File: src/design/zbr_pkg.sv
// Shared constants, codes and handshake types of the z-buffered triangle rasterizer.
// No dependencies; every other file of the block imports this package.
package zbr_pkg;

  localparam int MAX_WIDTH    = 512;
  localparam int MAX_HEIGHT   = 512;
  localparam int DEPTH_LEVELS = 255;

  localparam int XW      = $clog2(MAX_WIDTH);
  localparam int YW      = $clog2(MAX_HEIGHT);
  localparam int AW      = XW + YW;
  localparam int VW      = 24;
  localparam int CW      = 23;
  localparam int CFG_W   = 10;
  localparam int DEPTH_W = 8;
  localparam int WGT_W   = 15;
  localparam int KIND_W  = 2;

  localparam logic [CW-2:0] COORD_LIM = {(CW-1){1'b1}};
  localparam int DLIM = (DEPTH_LEVELS > 255) ? 255 : DEPTH_LEVELS;
  localparam int AREA_MIN = 65536;

  localparam int DIV_NW = 64;
  localparam int DIV_DW = 50;
  localparam int DIV_QW = 23;
  localparam int DIV_SW = DIV_DW + DIV_QW;

  localparam int MUL_W  = 24;
  localparam int PROD_W = 48;
  localparam int EDGE_W = 51;
  localparam int UA_W   = 49;

  localparam logic [KIND_W-1:0] K_LOADED   = 2'd0;
  localparam logic [KIND_W-1:0] K_WRITTEN  = 2'd1;
  localparam logic [KIND_W-1:0] K_REJECTED = 2'd2;
  localparam logic [KIND_W-1:0] K_DONE     = 2'd3;

  localparam logic CMD_LOAD = 1'b0;
  localparam logic CMD_STEP = 1'b1;

  localparam logic REG_FRAME_WIDTH  = 1'b0;
  localparam logic REG_FRAME_HEIGHT = 1'b1;

  localparam logic [1:0] SLOT_NONE = 2'd3;

  typedef struct packed {
    logic              start;
    logic [DIV_NW-1:0] num;
    logic [DIV_DW-1:0] den;
  } div_req_t;

  typedef struct packed {
    logic              done;
    logic              ovf;
    logic [DIV_QW-1:0] quot;
  } div_rsp_t;

endpackage

File: src/design/zbr_div.sv
// Restoring divider, one quotient bit per cycle, with quotient overflow flag.
// Depends on zbr_pkg (widths, div_req_t, div_rsp_t).
module zbr_div (
  input  logic              clk,
  input  logic              rst_n,
  input  zbr_pkg::div_req_t req,
  output zbr_pkg::div_rsp_t rsp
);
  import zbr_pkg::*;

  localparam int CNT_W = $clog2(DIV_QW + 1);

  logic [DIV_SW-1:0] rem_r, rem_nxt, ds_r, ds_nxt;
  logic [DIV_QW-1:0] q_r, q_nxt;
  logic              ovf_r, ovf_nxt, run_r, run_nxt, done_r, done_nxt;
  logic [CNT_W-1:0]  cnt_r, cnt_nxt;
  logic [DIV_SW:0]   diff;

  always_comb begin
    rem_nxt  = rem_r;
    ds_nxt   = ds_r;
    q_nxt    = q_r;
    ovf_nxt  = ovf_r;
    run_nxt  = run_r;
    cnt_nxt  = cnt_r;
    done_nxt = 1'b0;
    diff     = {1'b0, rem_r} - {1'b0, ds_r};
    if (req.start) begin
      rem_nxt = DIV_SW'(req.num);
      ds_nxt  = DIV_SW'({req.den, {(DIV_QW-1){1'b0}}});
      ovf_nxt = DIV_SW'(req.num) >= DIV_SW'({req.den, {DIV_QW{1'b0}}});
      q_nxt   = '0;
      cnt_nxt = CNT_W'(DIV_QW);
      run_nxt = 1'b1;
    end else if (run_r) begin
      if (!diff[DIV_SW]) rem_nxt = diff[DIV_SW-1:0];
      q_nxt   = {q_r[DIV_QW-2:0], ~diff[DIV_SW]};
      ds_nxt  = ds_r >> 1;
      cnt_nxt = cnt_r - CNT_W'(1);
      if (cnt_r == CNT_W'(1)) begin
        run_nxt  = 1'b0;
        done_nxt = 1'b1;
      end
    end
  end

  always_ff @(posedge clk) begin
    if (!rst_n) begin
      run_r  <= 1'b0;
      done_r <= 1'b0;
      cnt_r  <= '0;
    end else begin
      run_r  <= run_nxt;
      done_r <= done_nxt;
      cnt_r  <= cnt_nxt;
    end
    rem_r <= rem_nxt;
    ds_r  <= ds_nxt;
    q_r   <= q_nxt;
    ovf_r <= ovf_nxt;
  end

  assign rsp = '{done: done_r, ovf: ovf_r, quot: q_r};

endmodule

File: config.mk
export PLATFORM = sky130hd
export DESIGN_NAME = zbr_div
export DESIGN_NICKNAME = d
export VERILOG_FILES = /design/src/design/zbr_pkg.sv /design/src/design/zbr_div.sv
export SDC_FILE = /design/constraint.sdc
export NUM_CORES = 1
export LEC_CHECK = 0
export ABC_AREA = 1
export BUFFER_PORTS_ARGS = -buffer_cell sky130_fd_sc_hd__buf_2
export CAP_MARGIN = 40
export CELL_PAD_IN_SITES_DETAIL_PLACEMENT = 1
export CELL_PAD_IN_SITES_GLOBAL_PLACEMENT = 2
export CORE_UTILIZATION = 34
export DETAILED_ROUTE_END_ITERATION = 16
export PLACE_DENSITY = 0.87
export SKIP_LAST_GASP = 1
export SYNTH_ARGS = -nofsm -noshare
export SYNTH_HDL_FRONTEND = slang
export SYNTH_SLANG_ARGS = --single-unit
File: constraint.sdc
create_clock -name clk -period 4 [get_ports clk]
set_clock_uncertainty 0.05 [all_clocks]
set_input_delay 0.4 -clock clk [delete_from_list [all_inputs] [get_ports clk]]
set_output_delay 0.4 -clock clk [all_outputs]
set_load 0.05 [all_outputs]
==> reports/metrics.yaml <==
run_status:
  status: "complete, no violations"
sta:
  tightestPinTransition_ns: 0.791
  rsz0062_at_grt: "false"
  setup_viol: 0
  hold_slack_ns: 0.172
  fin_crit_ns: 3.28
  maxSlewViolCount: 0
  fin_crit_sh: 0.820
  maxSlewHeadroom: 0.469
  fmax_ghz: 0.305
  finalHoldViolCount: 0
  fin_setup_tns_ns: 0
global_routing:
  grt_max_degree: 55
  antenna_found_initial: 3
  grt_pass1_wl_mm: 81.6
  grt_usage: 0.256
  gr-total-overflow: 0
  first_global_vias: 14758
drt:
  totalWireLength_mm: 52.1
  dr.first_iter.drc_count: 792
  ant_nets: 0
  drc: 0
  vias: 14064
  post_drt_wl_per_cell_um: 19.0
  dr.pass1.iters: 5
  vias_per_cell: 5.14
flow_run:
  drv_cap: 0
clock_network:
  tritoncts: "done"
  clk_pin_slew_ns: 0.07
  clockRootBuffer: "clkbuf_16"
  clkLatencyLatePin_ns: 0.48
  clockBufferDepth: 2
  hold_buffers: 0
  cts_resized: 0
  post_cts_buffers: 0
  cts.sinks: 176
  numCtsBuffers: 17
  htree_num_levels: 4
yosys:
  synth_edf_count: 115
  synth-main-ff-cell: "edfxtp_1"
  yosysWarnings: 0
  yosysUniqueCellTypes: 49
  synth_area_per_cell_um2: 6.83
  synth.cell_area_mm2: 0.0140
  seq_area_frac_synth: 0.333
  ys_ff_latch: 176
  syn_nets: 2289
  ys_async_sr_fraction: 0
  syn_inst: 2056
critical_path:
  crit_fanout: 35
  critical_path.top_delay_family: "simple AND/OR/NAND/NOR gates"
  reg2reg_depth: 17
  critPathMaxStageDelay_ns: 0.48
  cp-start-kind: "flop"
  cp_common_cell: "nand2_2"
  slowest_stage: "buf_4"
  cp.depth: 17
  crit_chain: "inv_1 > ha_1 > nand2_2 > inv_2 > nand2_2 > nor3_2 > nand2_2 > nor2_1 > nand2_1 > nand3_2 > nand2_2 > nand2_2 > nand2_2 > inv_2 > nor2_4 > inv_2 > buf_4"
  crit_type: "flop to flop"
  crit_required_ns: 4.05
  crit_arrival_ns: 3.33
  path_buf_inv: 5
  end_kind: "flop"
finish:
  layout.nets: 2424
  drive_gt1_frac: 0.116
  seqCellArea_mm2: 0.00467
  most-common-layout-cells: "nand2_1, inv_1, nor2_1"
  area_delta_synth_final_pct: 13.7
  nFillCells: 5339
  multi_input_area_mm2: 0.00782
  final_common_cell: "nand2_1"
floorplanning:
  start_util: 0.345
  die_h_um: 205
  die-area_mm2: 0.0421
  die_x_um: 205
  core.rowCount: 74
  io_pins: 142
  coreArea_mm2: 0.0407
min_path:
  hold_depth: 3
  hold_path.class: "input port to flop"
placement:
  place_congestion: 0.926
  io_buffers: 141
  hpwlAfterDp_mm: 43.6
power:
  worst_ir_drop_vdd_mv: 0.285
  finalPower_uw: 6440
  p_leak_uw: 0.00759
  power_density_mw_per_mm2: 404
==> layer usage <==
metal / track usage / wire [um] / vias to the layer above
li1: - / - / 6984
met1: 0.322 / 23500 / 6764
met2: 0.445 / 25400 / 253
met3: 0.0393 / 1900 / 61
met4: 0.0810 / 1360 / 2
met5: 0 / 13 / -
==> synthesized netlist by cell type (3+ instances only) <==
library cell / count / area (um2)
a21o_1: 3 / 22.5
a21oi_1: 124 / 621
a31oi_1: 4 / 25.0
and2_1: 3 / 18.8
buf_1: 5 / 18.8
clkbuf_1: 28 / 105
dfxtp_1: 61 / 1220
edfxtp_1: 115 / 3450
ha_1: 115 / 1440
inv_1: 365 / 1370
inv_2: 7 / 26.3
nand2_1: 559 / 2100
nand2_2: 13 / 81.3
nand3_1: 120 / 601
nand3_2: 5 / 50.1
nand3b_1: 13 / 97.6
nand4_1: 13 / 81.3
nor2_1: 207 / 777
nor2_2: 6 / 37.5
nor2_4: 5 / 56.3
nor3_1: 10 / 50.1
nor4_1: 12 / 75.1
o211ai_1: 7 / 52.6
o21a_1: 5 / 37.5
o21ai_0: 80 / 400
o21bai_1: 24 / 180
o22ai_1: 83 / 519
or2_2: 20 / 125
xnor2_1: 11 / 96.3
xor2_1: 7 / 61.3
==> through the flow <==
stage	cells	area, um2	setup WS [ns]	util
4_1_cts	2736	16000	0.694	0.392
2_1_floorplan	2056	14000	0.580	-
5_1_grt	2736	16000	0.504	0.392
3_3_place_gp	2704	15400	0.751	0.377
3_5_place_dp	2704	15400	0.711	0.377
6_report	2737	16000	0.722	0.392
==> power by group <==
group          total (uW)  internal [uW]  switching (uW)
clock network        1760            903             855
logic                2500            777            1720
registers            2180           2130            50.7
==> flip-flops by register name, indices dropped and copies added, names as in the netlist <==
name / flops
ovf_r: 1
done_r: 1
ds_r: 72
q_r: 23
rem_r: 73
cnt_r: 5
run_r: 1
==> worst paths after layout <==
path                               start  slack [ns]                     end
hold reg to reg   rem_r[64]$_SDFFE_PP0P_        0.41  rem_r[64]$_SDFFE_PP0P_
setup reg to reg      ds_r[22]$_DFFE_PP_        0.72     rem_r[44]$_DFFE_PP_
hold / removal                   req[85]        0.17     rem_r[35]$_DFFE_PP_
setup / recovery      ds_r[22]$_DFFE_PP_        0.72     rem_r[44]$_DFFE_PP_
==> worst register-to-register path, stage by stage, from the launching register on <==
cell and delay [ns]:
edfxtp_1 0.33, inv_1 0.06, ha_1 0.43, nand2_2 0.12, inv_2 0.06, nand2_2 0.09
nor3_2 0.33, nand2_2 0.10, nor2_1 0.11, nand2_1 0.07, nand3_2 0.17, nand2_2 0.07
nand2_2 0.10, nand2_2 0.07, inv_2 0.10, nor2_4 0.06, inv_2 0.08, buf_4 0.48
==> area by class of cell <==
class / count / area share
Tap cell: 532 / 0.0417
Multi-Input combinational cell: 1471 / 0.490
Antenna cell: 1 / 0.000157
Clock inverter: 13 / 0.00800
Timing Repair Buffer: 152 / 0.0495
Clock buffer: 19 / 0.0298
Inverter: 373 / 0.0880
Sequential cell: 176 / 0.293
==> kinds of logic after synthesis <==
family / after synthesis / synth area share
AO/OA/AOI/OAI: 340 / 0.138
XOR/XNOR: 18 / 0.0112
adder cells (fa/ha/maj): 116 / 0.104
buffers and inverters: 409 / 0.110
flip-flops: 176 / 0.333
multiplexers: 2 / 0.00160
AND/OR/NAND/NOR: 995 / 0.302
No activity file was read; power rests on OpenSTA's default activity.
